===== src/assert_macros.svh =====
// ----------------------------------------------------------------------------
// Assertion macros
// Concurrent assertion helpers clocked on clk, disabled while rst_n is low.
// ----------------------------------------------------------------------------
`ifndef ASSERT_MACROS_SVH
`define ASSERT_MACROS_SVH
`ifndef ASSERT_OFF
`define ASSERT_ALWAYS(label, expr, msg) \
    label: assert property (@(posedge clk) disable iff (!rst_n) (expr)) else $error(msg);
`define ASSERT_IMPL(label, ante, cons, msg) \
    label: assert property (@(posedge clk) disable iff (!rst_n) (ante) |-> (cons)) \
        else $error(msg);
`define ASSERT_NEXT(label, ante, cons, msg) \
    label: assert property (@(posedge clk) disable iff (!rst_n) (ante) |=> (cons)) \
        else $error(msg);
`else
`define ASSERT_ALWAYS(label, expr, msg)
`define ASSERT_IMPL(label, ante, cons, msg)
`define ASSERT_NEXT(label, ante, cons, msg)
`endif
`endif


===== src/shra_pkg.sv =====
// ----------------------------------------------------------------------------
// shra_pkg
// Types, report codes and helpers of the sensor hub report averager.
// ----------------------------------------------------------------------------
package shra_pkg;

    localparam int EXTRA_FRACTION_DEF = 8;
    localparam int COUNT_BITS_DEF     = 16;

    localparam int VEC_W     = 24;
    localparam int TIME_W    = 32;
    localparam int CNT_OUT_W = 16;
    localparam int REQ_W     = 2;
    localparam int BYTE_W    = 8;
    localparam int CFG_IDX_W = 2;
    localparam int ACC_W     = 34;

    localparam int HEADER_LEN = 4;
    localparam int REPORT_MAX = 14;
    localparam int Q14_SHIFT  = 14;
    localparam int DIV_STEPS  = 24;

    localparam logic [15:0] POS_MAX = 16'hFFFF;

    localparam logic [BYTE_W-1:0] ID_TIME_BASE   = 8'hFB;
    localparam logic [BYTE_W-1:0] ID_TIME_REBASE = 8'hFA;
    localparam logic [BYTE_W-1:0] ID_GRAVITY     = 8'h06;
    localparam logic [BYTE_W-1:0] ID_ROTATION    = 8'h05;
    localparam logic [BYTE_W-1:0] ID_LINEAR      = 8'h04;
    localparam logic [BYTE_W-1:0] ID_ACCEL       = 8'h01;

    localparam logic [REQ_W-1:0] REQ_BYTE  = 2'd0;
    localparam logic [REQ_W-1:0] REQ_GRAV  = 2'd1;
    localparam logic [REQ_W-1:0] REQ_ACCEL = 2'd2;

    localparam logic [CFG_IDX_W-1:0] CFG_INPUT_CHANNEL = 2'd0;
    localparam logic [CFG_IDX_W-1:0] CFG_MIN_ACCURACY  = 2'd1;

    typedef enum logic [2:0] {
        KIND_NONE = 3'd0,
        KIND_TIME = 3'd1,
        KIND_GRAV = 3'd2,
        KIND_ROT  = 3'd3,
        KIND_ACC  = 3'd4
    } kind_t;

    typedef enum logic [8:0] {
        S_IDLE  = 9'b000000001,
        S_START = 9'b000000010,
        S_P1    = 9'b000000100,
        S_P2    = 9'b000001000,
        S_SMP   = 9'b000010000,
        S_MUL   = 9'b000100000,
        S_ABS   = 9'b001000000,
        S_DIV   = 9'b010000000,
        S_WB    = 9'b100000000
    } state_t;

    function automatic logic [3:0] kind_len(input kind_t k);
        logic [3:0] len;
        case (k)
            KIND_TIME: len = 4'd5;
            KIND_ROT:  len = 4'd14;
            default:   len = 4'd10;
        endcase
        return len;
    endfunction

    function automatic kind_t kind_decode(input logic [BYTE_W-1:0] b);
        kind_t k;
        case (b)
            ID_TIME_BASE, ID_TIME_REBASE: k = KIND_TIME;
            ID_GRAVITY:                   k = KIND_GRAV;
            ID_ROTATION:                  k = KIND_ROT;
            ID_LINEAR, ID_ACCEL:          k = KIND_ACC;
            default:                      k = KIND_NONE;
        endcase
        return k;
    endfunction

    function automatic logic signed [VEC_W-1:0] sat_vec(input logic signed [63:0] v);
        logic signed [63:0] hi;
        logic signed [63:0] lo;
        hi = (64'sd1 <<< (VEC_W - 1)) - 64'sd1;
        lo = -(64'sd1 <<< (VEC_W - 1));
        if (v > hi)
            return hi[VEC_W-1:0];
        else if (v < lo)
            return lo[VEC_W-1:0];
        return v[VEC_W-1:0];
    endfunction

endpackage


===== src/shra_if.sv =====
// ----------------------------------------------------------------------------
// shra interfaces
// Request, result and register write channels with valid/ready handshake.
// ----------------------------------------------------------------------------
interface shra_req_if import shra_pkg::*; ();
    logic              valid;
    logic              ready;
    logic [REQ_W-1:0]  req_type;
    logic [BYTE_W-1:0] data_byte;
    logic              last_byte;
    modport source(output valid, req_type, data_byte, last_byte, input ready);
    modport sink(input valid, req_type, data_byte, last_byte, output ready);
endinterface

interface shra_res_if import shra_pkg::*; ();
    logic                        valid;
    logic                        ready;
    logic signed [VEC_W-1:0]     vec_x;
    logic signed [VEC_W-1:0]     vec_y;
    logic signed [VEC_W-1:0]     vec_z;
    logic signed [TIME_W-1:0]    elapsed_ticks;
    logic        [CNT_OUT_W-1:0] sample_count;
    modport source(output valid, vec_x, vec_y, vec_z, elapsed_ticks, sample_count,
                   input ready);
    modport sink(input valid, vec_x, vec_y, vec_z, elapsed_ticks, sample_count,
                 output ready);
endinterface

interface shra_cfg_if import shra_pkg::*; ();
    logic                 valid;
    logic                 ready;
    logic [CFG_IDX_W-1:0] index;
    logic [BYTE_W-1:0]    data;
    modport source(output valid, index, data, input ready);
    modport sink(input valid, index, data, output ready);
endinterface


===== src/sensor_hub_report_averager.sv =====
// ----------------------------------------------------------------------------
// sensor_hub_report_averager
// Parses sensor hub packets and keeps running means of gravity and acceleration.
// ----------------------------------------------------------------------------
// A read result is registered. A timestamp report only visits S_START; a
// gravity or accel fold runs S_SMP, S_MUL, S_ABS, S_DIV, S_WB per component,
// a rotation fold S_P1, S_P2 first (3 components, 24-step shared divider).
// Throughput: one request per cycle except while a report is handled or a
// result waits. Reset: asynchronous, active low; means, counts, times clear.
`include "assert_macros.svh"

module sensor_hub_report_averager import shra_pkg::*; #(
    parameter int EXTRA_FRACTION = EXTRA_FRACTION_DEF,
    parameter int COUNT_BITS     = COUNT_BITS_DEF
) (
    input  logic clk,
    input  logic rst_n,
    shra_req_if.sink   in,
    shra_res_if.source out,
    shra_cfg_if.sink   cfg
);

    localparam int MB   = (COUNT_BITS + 1 > 16) ? COUNT_BITS + 1 : 16;
    localparam int PW   = VEC_W + MB;
    localparam int DW   = PW + 1;
    localparam int RW   = COUNT_BITS + 2;
    localparam int DCW  = $clog2(DIV_STEPS);
    localparam logic [DCW-1:0] DCNT_LAST = DCW'(DIV_STEPS - 1);
    localparam logic [COUNT_BITS-1:0] CNT_MAX = {COUNT_BITS{1'b1}};
    localparam logic signed [63:0] ROUND_ADJ = (64'sd1 <<< Q14_SHIFT) - 64'sd1;

    logic [BYTE_W-1:0] in_chan_reg;
    logic [1:0]        min_acc_reg;

    logic [15:0]       pos_reg;
    logic [BYTE_W-1:0] pkt_chan_reg;
    logic              stopped_reg;
    kind_t             kind_reg;
    kind_t             fin_kind_reg;
    logic [3:0]        off_reg;
    logic [BYTE_W-1:0] rb_reg [REPORT_MAX];

    logic signed [VEC_W-1:0] gm_reg [3];
    logic signed [VEC_W-1:0] am_reg [3];
    logic [COUNT_BITS-1:0]   gcnt_reg;
    logic [COUNT_BITS-1:0]   acnt_reg;
    logic [TIME_W-1:0]       gtime_reg;
    logic [TIME_W-1:0]       atime_reg;

    state_t                  state_reg;
    logic [1:0]              comp_reg;
    logic signed [ACC_W-1:0] acc_reg;
    logic signed [VEC_W-1:0] s_reg;
    logic signed [DW-1:0]    d_reg;
    logic                    neg_reg;
    logic [RW-1:0]           rem_reg;
    logic [DIV_STEPS-1:0]    dq_reg;
    logic [DCW-1:0]          dcnt_reg;

    logic                    out_valid_reg;
    logic signed [VEC_W-1:0] out_x_reg;
    logic signed [VEC_W-1:0] out_y_reg;
    logic signed [VEC_W-1:0] out_z_reg;
    logic [TIME_W-1:0]       out_t_reg;
    logic [CNT_OUT_W-1:0]    out_n_reg;

    // request side
    logic        in_fire;
    logic        byte_fire;
    logic        parse_en;
    kind_t       dec_kind;
    kind_t       cur_kind;
    logic        rep_start;
    logic        unknown_id;
    logic [3:0]  wr_off;
    logic [3:0]  off_inc;
    logic        rep_done;

    assign in.ready  = (state_reg == S_IDLE) && (!out_valid_reg || out.ready);
    assign in_fire   = in.valid && in.ready;
    assign byte_fire = in_fire && (in.req_type == REQ_BYTE);
    assign parse_en  = byte_fire && (pos_reg >= 16'(HEADER_LEN))
                       && (pkt_chan_reg == in_chan_reg) && !stopped_reg;

    assign dec_kind   = kind_decode(in.data_byte);
    assign rep_start  = (kind_reg == KIND_NONE);
    assign cur_kind   = rep_start ? dec_kind : kind_reg;
    assign unknown_id = rep_start && (dec_kind == KIND_NONE);
    assign wr_off     = rep_start ? 4'd0 : off_reg;
    assign off_inc    = wr_off + 4'd1;
    assign rep_done   = !unknown_id && (off_inc >= kind_len(cur_kind));

    assign cfg.ready = 1'b1;

    // report fields, little endian at fixed offsets
    logic signed [15:0] qi;
    logic signed [15:0] qj;
    logic signed [15:0] qk;
    logic signed [15:0] qr;
    logic [TIME_W-1:0]  delta;
    logic               acc_ok;
    logic               tgt_grav;

    assign qi       = {rb_reg[5], rb_reg[4]};
    assign qj       = {rb_reg[7], rb_reg[6]};
    assign qk       = {rb_reg[9], rb_reg[8]};
    assign qr       = {rb_reg[11], rb_reg[10]};
    assign delta    = {rb_reg[4], rb_reg[3], rb_reg[2], rb_reg[1]};
    assign acc_ok   = (rb_reg[2][1:0] >= min_acc_reg);
    assign tgt_grav = (fin_kind_reg != KIND_ACC);

    // shared multiplier
    logic signed [VEC_W-1:0] mul_a;
    logic signed [MB-1:0]    mul_b;
    logic signed [PW-1:0]    prod;
    logic signed [VEC_W-1:0] mean_sel;
    logic [COUNT_BITS-1:0]   cnt_sel;

    assign mean_sel = tgt_grav ? gm_reg[comp_reg] : am_reg[comp_reg];
    assign cnt_sel  = tgt_grav ? gcnt_reg : acnt_reg;

    always_comb
    begin
        mul_a = VEC_W'(qi);
        mul_b = MB'(qk);
        case (state_reg)
            S_P1:
            begin
                case (comp_reg)
                    2'd0:    begin mul_a = VEC_W'(qi); mul_b = MB'(qk); end
                    2'd1:    begin mul_a = VEC_W'(qj); mul_b = MB'(qk); end
                    default: begin mul_a = VEC_W'(qi); mul_b = MB'(qi); end
                endcase
            end
            S_P2:
            begin
                case (comp_reg)
                    2'd0:    begin mul_a = VEC_W'(qr); mul_b = MB'(qj); end
                    2'd1:    begin mul_a = VEC_W'(qr); mul_b = MB'(qi); end
                    default: begin mul_a = VEC_W'(qj); mul_b = MB'(qj); end
                endcase
            end
            S_MUL:
            begin
                mul_a = mean_sel;
                mul_b = $signed(MB'(cnt_sel));
            end
            default:
            begin
                mul_a = VEC_W'(qi);
                mul_b = MB'(qk);
            end
        endcase
    end

    assign prod = PW'(mul_a) * PW'(mul_b);

    // sample scaling
    logic signed [63:0]      g64;
    logic signed [63:0]      t64;
    logic signed [63:0]      rot_q;
    logic signed [15:0]      raw16;
    logic signed [VEC_W-1:0] sample;

    always_comb
    begin
        g64 = 64'(acc_reg) <<< 1;
        if (comp_reg == 2'd2)
            g64 = (64'sd1 <<< (2 * Q14_SHIFT)) - g64;
        t64 = g64 <<< EXTRA_FRACTION;
        // truncate toward zero
        rot_q = ((t64 < 0) ? (t64 + ROUND_ADJ) : t64) >>> Q14_SHIFT;
        case (comp_reg)
            2'd0:    raw16 = qi;
            2'd1:    raw16 = qj;
            default: raw16 = qk;
        endcase
        if (fin_kind_reg == KIND_ROT)
            sample = sat_vec(rot_q);
        else
            sample = sat_vec(64'(raw16) <<< EXTRA_FRACTION);
    end

    // divider step
    logic [DW-1:0]           mag;
    logic [RW-1:0]           divisor;
    logic [RW-1:0]           trial;
    logic signed [VEC_W:0]   quot;
    logic signed [VEC_W-1:0] quot_sat;

    assign mag      = d_reg[DW-1] ? DW'(-d_reg) : DW'(d_reg);
    assign divisor  = RW'(cnt_sel) + RW'(1);
    assign trial    = {rem_reg[RW-2:0], dq_reg[DIV_STEPS-1]};
    assign quot     = neg_reg ? -$signed({1'b0, dq_reg}) : $signed({1'b0, dq_reg});
    assign quot_sat = sat_vec(64'(quot));

    // configuration
    always_ff @(posedge clk or negedge rst_n)
    begin
        if (!rst_n)
        begin
            in_chan_reg <= 8'd255;
            min_acc_reg <= 2'd2;
        end
        else if (cfg.valid && cfg.ready)
        begin
            case (cfg.index)
                CFG_INPUT_CHANNEL: in_chan_reg <= cfg.data;
                CFG_MIN_ACCURACY:  min_acc_reg <= cfg.data[1:0];
                default:           ;
            endcase
        end
    end

    // report byte store
    always_ff @(posedge clk)
    begin
        if (parse_en && !unknown_id)
            rb_reg[wr_off] <= in.data_byte;
    end

    // datapath registers without reset
    always_ff @(posedge clk)
    begin
        case (state_reg)
            S_P1: acc_reg <= ACC_W'(prod);
            S_P2:
            begin
                if (comp_reg == 2'd0)
                    acc_reg <= acc_reg - ACC_W'(prod);
                else
                    acc_reg <= acc_reg + ACC_W'(prod);
            end
            S_SMP: s_reg <= sample;
            S_MUL: d_reg <= DW'(prod) + DW'(s_reg);
            S_ABS:
            begin
                neg_reg <= d_reg[DW-1];
                rem_reg <= RW'(mag >> DIV_STEPS);
                dq_reg  <= mag[DIV_STEPS-1:0];
            end
            S_DIV:
            begin
                if (trial >= divisor)
                begin
                    rem_reg <= trial - divisor;
                    dq_reg  <= {dq_reg[DIV_STEPS-2:0], 1'b1};
                end
                else
                begin
                    rem_reg <= trial;
                    dq_reg  <= {dq_reg[DIV_STEPS-2:0], 1'b0};
                end
            end
            default: ;
        endcase
        if (in_fire && (in.req_type == REQ_GRAV))
        begin
            out_x_reg <= gm_reg[0];
            out_y_reg <= gm_reg[1];
            out_z_reg <= gm_reg[2];
            out_t_reg <= gtime_reg;
            out_n_reg <= CNT_OUT_W'(gcnt_reg);
        end
        else if (in_fire && (in.req_type == REQ_ACCEL))
        begin
            out_x_reg <= am_reg[0];
            out_y_reg <= am_reg[1];
            out_z_reg <= am_reg[2];
            out_t_reg <= atime_reg;
            out_n_reg <= CNT_OUT_W'(acnt_reg);
        end
    end

    // control and state
    always_ff @(posedge clk or negedge rst_n)
    begin
        if (!rst_n)
        begin
            pos_reg       <= '0;
            pkt_chan_reg  <= '0;
            stopped_reg   <= 1'b0;
            kind_reg      <= KIND_NONE;
            fin_kind_reg  <= KIND_NONE;
            off_reg       <= '0;
            gm_reg        <= '{default: '0};
            am_reg        <= '{default: '0};
            gcnt_reg      <= '0;
            acnt_reg      <= '0;
            gtime_reg     <= '0;
            atime_reg     <= '0;
            state_reg     <= S_IDLE;
            comp_reg      <= '0;
            dcnt_reg      <= '0;
            out_valid_reg <= 1'b0;
        end
        else
        begin
            if (out.valid && out.ready)
                out_valid_reg <= 1'b0;

            if (in_fire && (in.req_type == REQ_GRAV))
            begin
                out_valid_reg <= 1'b1;
                gcnt_reg      <= COUNT_BITS'(1);
                gtime_reg     <= '0;
            end
            if (in_fire && (in.req_type == REQ_ACCEL))
            begin
                out_valid_reg <= 1'b1;
                acnt_reg      <= COUNT_BITS'(1);
                atime_reg     <= '0;
            end

            if (parse_en)
            begin
                if (unknown_id)
                    stopped_reg <= 1'b1;
                else if (rep_done)
                begin
                    kind_reg     <= KIND_NONE;
                    off_reg      <= '0;
                    fin_kind_reg <= cur_kind;
                    state_reg    <= S_START;
                end
                else
                begin
                    kind_reg <= cur_kind;
                    off_reg  <= off_inc;
                end
            end

            if (byte_fire)
            begin
                if (pos_reg == 16'd2)
                    pkt_chan_reg <= in.data_byte;
                if (pos_reg != POS_MAX)
                    pos_reg <= pos_reg + 16'd1;
                if (in.last_byte)
                begin
                    pos_reg     <= '0;
                    stopped_reg <= 1'b0;
                    kind_reg    <= KIND_NONE;
                    off_reg     <= '0;
                end
            end

            case (state_reg)
                S_IDLE: ;
                S_START:
                begin
                    comp_reg <= '0;
                    if (fin_kind_reg == KIND_TIME)
                    begin
                        gtime_reg <= gtime_reg + delta;
                        atime_reg <= atime_reg + delta;
                        state_reg <= S_IDLE;
                    end
                    else if (!acc_ok)
                        state_reg <= S_IDLE;
                    else if (fin_kind_reg == KIND_ROT)
                        state_reg <= S_P1;
                    else
                        state_reg <= S_SMP;
                end
                S_P1:  state_reg <= S_P2;
                S_P2:  state_reg <= S_SMP;
                S_SMP: state_reg <= S_MUL;
                S_MUL: state_reg <= S_ABS;
                S_ABS:
                begin
                    dcnt_reg  <= '0;
                    state_reg <= S_DIV;
                end
                S_DIV:
                begin
                    dcnt_reg <= dcnt_reg + DCW'(1);
                    if (dcnt_reg == DCNT_LAST)
                        state_reg <= S_WB;
                end
                S_WB:
                begin
                    if (tgt_grav)
                        gm_reg[comp_reg] <= quot_sat;
                    else
                        am_reg[comp_reg] <= quot_sat;
                    if (comp_reg == 2'd2)
                    begin
                        if (tgt_grav && (gcnt_reg != CNT_MAX))
                            gcnt_reg <= gcnt_reg + COUNT_BITS'(1);
                        if (!tgt_grav && (acnt_reg != CNT_MAX))
                            acnt_reg <= acnt_reg + COUNT_BITS'(1);
                        state_reg <= S_IDLE;
                    end
                    else
                    begin
                        comp_reg  <= comp_reg + 2'd1;
                        state_reg <= (fin_kind_reg == KIND_ROT) ? S_P1 : S_SMP;
                    end
                end
                default: state_reg <= S_IDLE;
            endcase
        end
    end

    assign out.valid         = out_valid_reg;
    assign out.vec_x         = out_x_reg;
    assign out.vec_y         = out_y_reg;
    assign out.vec_z         = out_z_reg;
    assign out.elapsed_ticks = out_t_reg;
    assign out.sample_count  = out_n_reg;

    `ASSERT_IMPL(a_ready_only_idle, in.ready, state_reg == S_IDLE, "request taken while busy")
    `ASSERT_IMPL(a_busy_no_report, state_reg != S_IDLE, kind_reg == KIND_NONE, "open report while busy")
    `ASSERT_ALWAYS(a_offset_range, off_reg < 4'(REPORT_MAX), "report offset out of range")
    `ASSERT_NEXT(a_div_len, state_reg == S_DIV && dcnt_reg == DCNT_LAST, state_reg == S_WB, "divide overrun")
    `ASSERT_IMPL(a_comp_range, state_reg != S_IDLE, comp_reg != 2'd3, "component index out of range")

endmodule


===== src/flat_wrapper.sv =====
// flat-port wrapper written by rule: the top's interface ports become plain ports
module sensor_hub_report_averager_flat import shra_pkg::*;
#(
    parameter int EXTRA_FRACTION = EXTRA_FRACTION_DEF,
    parameter int COUNT_BITS     = COUNT_BITS_DEF
)
  (clk, rst_n, in_valid, in_req_type, in_data_byte, in_last_byte, in_ready, out_valid, out_vec_x, out_vec_y, out_vec_z, out_elapsed_ticks, out_sample_count, out_ready, cfg_valid, cfg_index, cfg_data, cfg_ready);
  shra_req_if in_i ();
  shra_res_if out_i ();
  shra_cfg_if cfg_i ();
  input  logic clk;
  input  logic rst_n;
  input wire logic [$bits(in_i.valid)-1:0] in_valid;
  input wire logic [$bits(in_i.req_type)-1:0] in_req_type;
  input wire logic [$bits(in_i.data_byte)-1:0] in_data_byte;
  input wire logic [$bits(in_i.last_byte)-1:0] in_last_byte;
  output wire logic [$bits(in_i.ready)-1:0] in_ready;
  output wire logic [$bits(out_i.valid)-1:0] out_valid;
  output wire logic [$bits(out_i.vec_x)-1:0] out_vec_x;
  output wire logic [$bits(out_i.vec_y)-1:0] out_vec_y;
  output wire logic [$bits(out_i.vec_z)-1:0] out_vec_z;
  output wire logic [$bits(out_i.elapsed_ticks)-1:0] out_elapsed_ticks;
  output wire logic [$bits(out_i.sample_count)-1:0] out_sample_count;
  input wire logic [$bits(out_i.ready)-1:0] out_ready;
  input wire logic [$bits(cfg_i.valid)-1:0] cfg_valid;
  input wire logic [$bits(cfg_i.index)-1:0] cfg_index;
  input wire logic [$bits(cfg_i.data)-1:0] cfg_data;
  output wire logic [$bits(cfg_i.ready)-1:0] cfg_ready;
  assign in_i.valid = in_valid;
  assign in_i.req_type = in_req_type;
  assign in_i.data_byte = in_data_byte;
  assign in_i.last_byte = in_last_byte;
  assign in_ready = in_i.ready;
  assign out_valid = out_i.valid;
  assign out_vec_x = out_i.vec_x;
  assign out_vec_y = out_i.vec_y;
  assign out_vec_z = out_i.vec_z;
  assign out_elapsed_ticks = out_i.elapsed_ticks;
  assign out_sample_count = out_i.sample_count;
  assign out_i.ready = out_ready;
  assign cfg_i.valid = cfg_valid;
  assign cfg_i.index = cfg_index;
  assign cfg_i.data = cfg_data;
  assign cfg_ready = cfg_i.ready;
  sensor_hub_report_averager #(.EXTRA_FRACTION(EXTRA_FRACTION), .COUNT_BITS(COUNT_BITS)) u_core (.clk(clk), .rst_n(rst_n), .in(in_i), .out(out_i), .cfg(cfg_i));
endmodule

===== config.mk =====
export PLATFORM = sky130hd
export DESIGN_NAME = sensor_hub_report_averager_flat
export DESIGN_NICKNAME = d
export VERILOG_FILES = /design/src/shra_pkg.sv /design/src/shra_if.sv /design/src/sensor_hub_report_averager.sv /design/src/flat_wrapper.sv
export VERILOG_INCLUDE_DIRS = /design/src /design/src/src
export SDC_FILE = /design/constraint.sdc
export NUM_CORES = 2
export LEC_CHECK = 0
export BUFFER_PORTS_ARGS = -buffer_cell sky130_fd_sc_hd__buf_2
export CAP_MARGIN = 20
export CORE_UTILIZATION = 65
export DETAILED_ROUTE_END_ITERATION = 10
export GPL_ROUTABILITY_DRIVEN = 0
export PLACE_DENSITY_LB_ADDON = 0.3
export SYNTH_ARGS = -nofsm -noshare
export SYNTH_HDL_FRONTEND = slang
export SYNTH_SLANG_ARGS = --single-unit

===== constraint.sdc =====
create_clock -name clk -period 13.6 [get_ports clk]
set_input_delay 2.04 -clock clk [delete_from_list [all_inputs] [get_ports clk]]
set_output_delay 2.04 -clock clk [all_outputs]
set_load 0.005 [all_outputs]

==> run_results.csv <==
group,metric,value,unit
place,pre_cts_ws,1.28,ns
logic_synthesis,synth_nets,6567,
sta,finClkSkew,0.0243,ns
critical_path,cpMostUsedCell,"fa_1",
sta,rsz0062_at_grt,"false",
clock_network,cts_sinks,652,
floorplanning,dieArea,83500,sq um
floorplanning,dieHeight,289,um
sta,hold_viol,0,
detailed_routing,drt_iter0_drc,5992,
critical_path,critical_path.slowest_cell,"a222oi_1",
critical_path,slowest_delay,1.23,ns
finish,diodes,0,
logic_synthesis,seq_area_frac_synth,0.338,
worst_hold_path,hold_class,"reg2reg",
grt,antenna_found_initial,6,
status,outcome,"complete, but fails checks",
detailed_routing,wire_per_inst,22.0,um
critical_path,cp.required,13.98,ns
floorplanning,initial_core_util,0.661,
clock_network,root_buffer,"clkbuf_16",
grt,grt_first_pass_wirelength,244000,um
status,violations,"design-rule violations",
clock_network,cts_resized,0,
detailed_routing,final_antenna_net_count,0,
grt,grt_max_degree,112,
logic_synthesis,synth-seq-cells,652,
sta,setup_violations,0,
sta,slew_headroom,0.0869,
floorplanning,placementRows,104,
floorplanning,die_w,289,um
logic_synthesis,syn-cell-area,53500,sq um
logic_synthesis,yosys_warnings,0,
detailed_routing,drc,9,
finish,final_area,57600,sq um
logic_synthesis,synth_top_area_frac,0.196,
place,placed_area,55200,sq um
logic_synthesis,netlist_top_cells_area,"edfxtp_1 (20%), fa_1 (15%), dfrtp_1 (14%), nand2_1 (7.3%), ha_1 (6.5%)",
sta,tightest_slew,1.37,ns
power,peakVddDrop,0.0992,mV
critical_path,crit_path_end_kind,"flop",
job,drv_cap,0,
logic_synthesis,synth-edff-count,350,
logic_synthesis,yosys.area.top_type,"edfxtp_1",
finish,fill_cells,5866,
logic_synthesis,synth_cell_type_count,94,
sta,min_period_over_period,0.945,
clock_network,clk_pin_slew,0.06,ns
finish,nets,6601,
sta,maxSlewViolCount,0,
finish,largest_reg_flops,88,
detailed_routing,dr.pass1.iters,11,
detailed_routing,vias,44971,
critical_path,crit_buf_inv,7,
grt,grt.total_usage,0.377,
finish,syn_to_final_growth,7.57,%
clock_network,cts_tree,"done",
sta,whs,0.483,ns
clock_network,clk_latency,0.64,ns
place,hpwl,116000,um
grt,first_global_vias,43665,
detailed_routing,vias_per_cell,6.41,
logic_synthesis,syn_inst,5859,
critical_path,crit_family,"adder cells",
logic_synthesis,synth.avg_cell_area,9.13,sq um
finish,drive_gt1_frac,0.0734,
logic_synthesis,synthArstFlopShare,0.463,
power,power.leakage,0.0253,uW
sta,finalWorstSetupSlack,0.751,ns
critical_path,cp-start-kind,"flop",
floorplanning,core_area,80900,sq um
place,port_buffers,147,
clock_network,h-tree-depth,3,
clock_network,numCtsBuffers,71,
critical_path,worstSetupPathType,"reg2reg",
sta,fmax,77.8,MHz
critical_path,worstPathMaxFanout,21,
floorplanning,ios,149,
sta,fin_crit,12.85,ns
sta,setup-tns-final,0,ns
clock_network,ctsLongestPathBuffers,3,
finish,seq_area,18100,sq um
critical_path,arrival,13.23,ns
clock_network,post-cts-setup-buffer-count,0,
clock_network,cts_hold_buf,0,
power,power.density,73.9,nW/um^2
detailed_routing,routed_wl,154000,um
finish,multi_input_area,32600,sq um
grt,overflow,0,
logic_synthesis,ys.flop_type,"edfxtp_1",
finish,postLayoutCoreUtil,0.711,
[synth_stat cells, types with 15 or more instances]
master    instances
a22oi_1          16
nor2b_1          29
ha_1            276
nor4_1           23
xor2_1          137
a21o_1           88
o21ai_0         421
nand4_1          34
fa_1            406
a21oi_1         314
buf_1            15
inv_1           535
mux2i_1          37
and3_1           40
or3_1            34
o211ai_1         23
nand3_1         130
clkbuf_1        230
or4_1            24
a211oi_1         28
nor2_1          472
a21boi_0         16
nand2_1        1036
nor3b_1          15
and2_1           42
o31ai_1          46
mux4_2           24
xnor2_1         217
o21a_1           51
mux2_2           21
a31oi_1          26
nor3_1           89
o41ai_1          25
dfrtp_1         292
nand2b_1         52
o21bai_1         24
or2_2            24
edfxtp_1        350
[layer usage]
layer	vias up	GRT usage	wire length (um)
met5	-	0	36
met4	6	0.178	8860
met3	563	0.117	19800
met2	2736	0.569	67900
met1	21664	0.497	57900
li1	20002	-	-
[power breakdown]
part	leakage [uW]	switching (uW)	internal [uW]
sequential	0.00728	24.8	2130
combinational	0.0169	105	59.0
clock	0.00114	871	1070
[per-stage QoR]
step / total power [uW] / cells
4_1_cts: 4260 / 7008
3_3_place_gp: 2340 / 6876
2_1_floorplan: 2270 / 5859
3_5_place_dp: 2350 / 6876
5_1_grt: 4360 / 7012
6_report: 4250 / 7012
[cells by family after synthesis]
family | synth area share
and+or+nand+nor | 0.173
AOI/OAI and AO/OA | 0.138
buffers and inverters | 0.0553
adders and majority gates | 0.217
DFF | 0.338
xor gates and xnor gates | 0.0579
muxes | 0.0214
other | 0.0000701
[cell usage in the layout (no fill, tap or decap), types with 33 or more instances in the layout]
master	n
buf_4	60
o31ai_1	46
a21oi_1	310
nor3_1	88
and2_1	41
nand2b_1	52
dfrtp_1	292
clkbuf_16	74
and3_1	40
inv_1	533
buf_2	147
a21o_1	88
nand2_1	1034
ha_1	274
or3_1	33
xor2_1	137
fa_1	406
nand4_1	34
mux2i_1	37
edfxtp_1	350
xnor2_1	217
nor2_1	472
o21ai_0	421
nand3_1	128
o21a_1	51
[path summary, 6_finish.rpt]
kind	from	end	slack [ns]	cells after the start
max	u_core.comp_reg[1]	u_core.acc_reg[33]	0.75	38
min	u_core.gtime_reg[31]	u_core.gtime_reg[31]	0.48	1
max reg2reg	u_core.comp_reg[1]	u_core.acc_reg[33]	0.75	38
min reg2reg	u_core.gtime_reg[31]	u_core.gtime_reg[31]	0.48	1
max in group asynchronous	rst_n	u_core.gm_reg[55]	10.01	4
min in group asynchronous	rst_n	u_core.atime_reg[21]	1.46	1
[final cells by class]
cell class / count / area share
flip-flops and latches: 652 / 0.314
well taps: 1060 / 0.0230
repair buffers: 210 / 0.0217
clock buffers: 101 / 0.0353
multi-input cells: 4421 / 0.566
inverters: 537 / 0.0350
clock inverters: 31 / 0.00526
No activity file was read; power rests on OpenSTA's default activity.
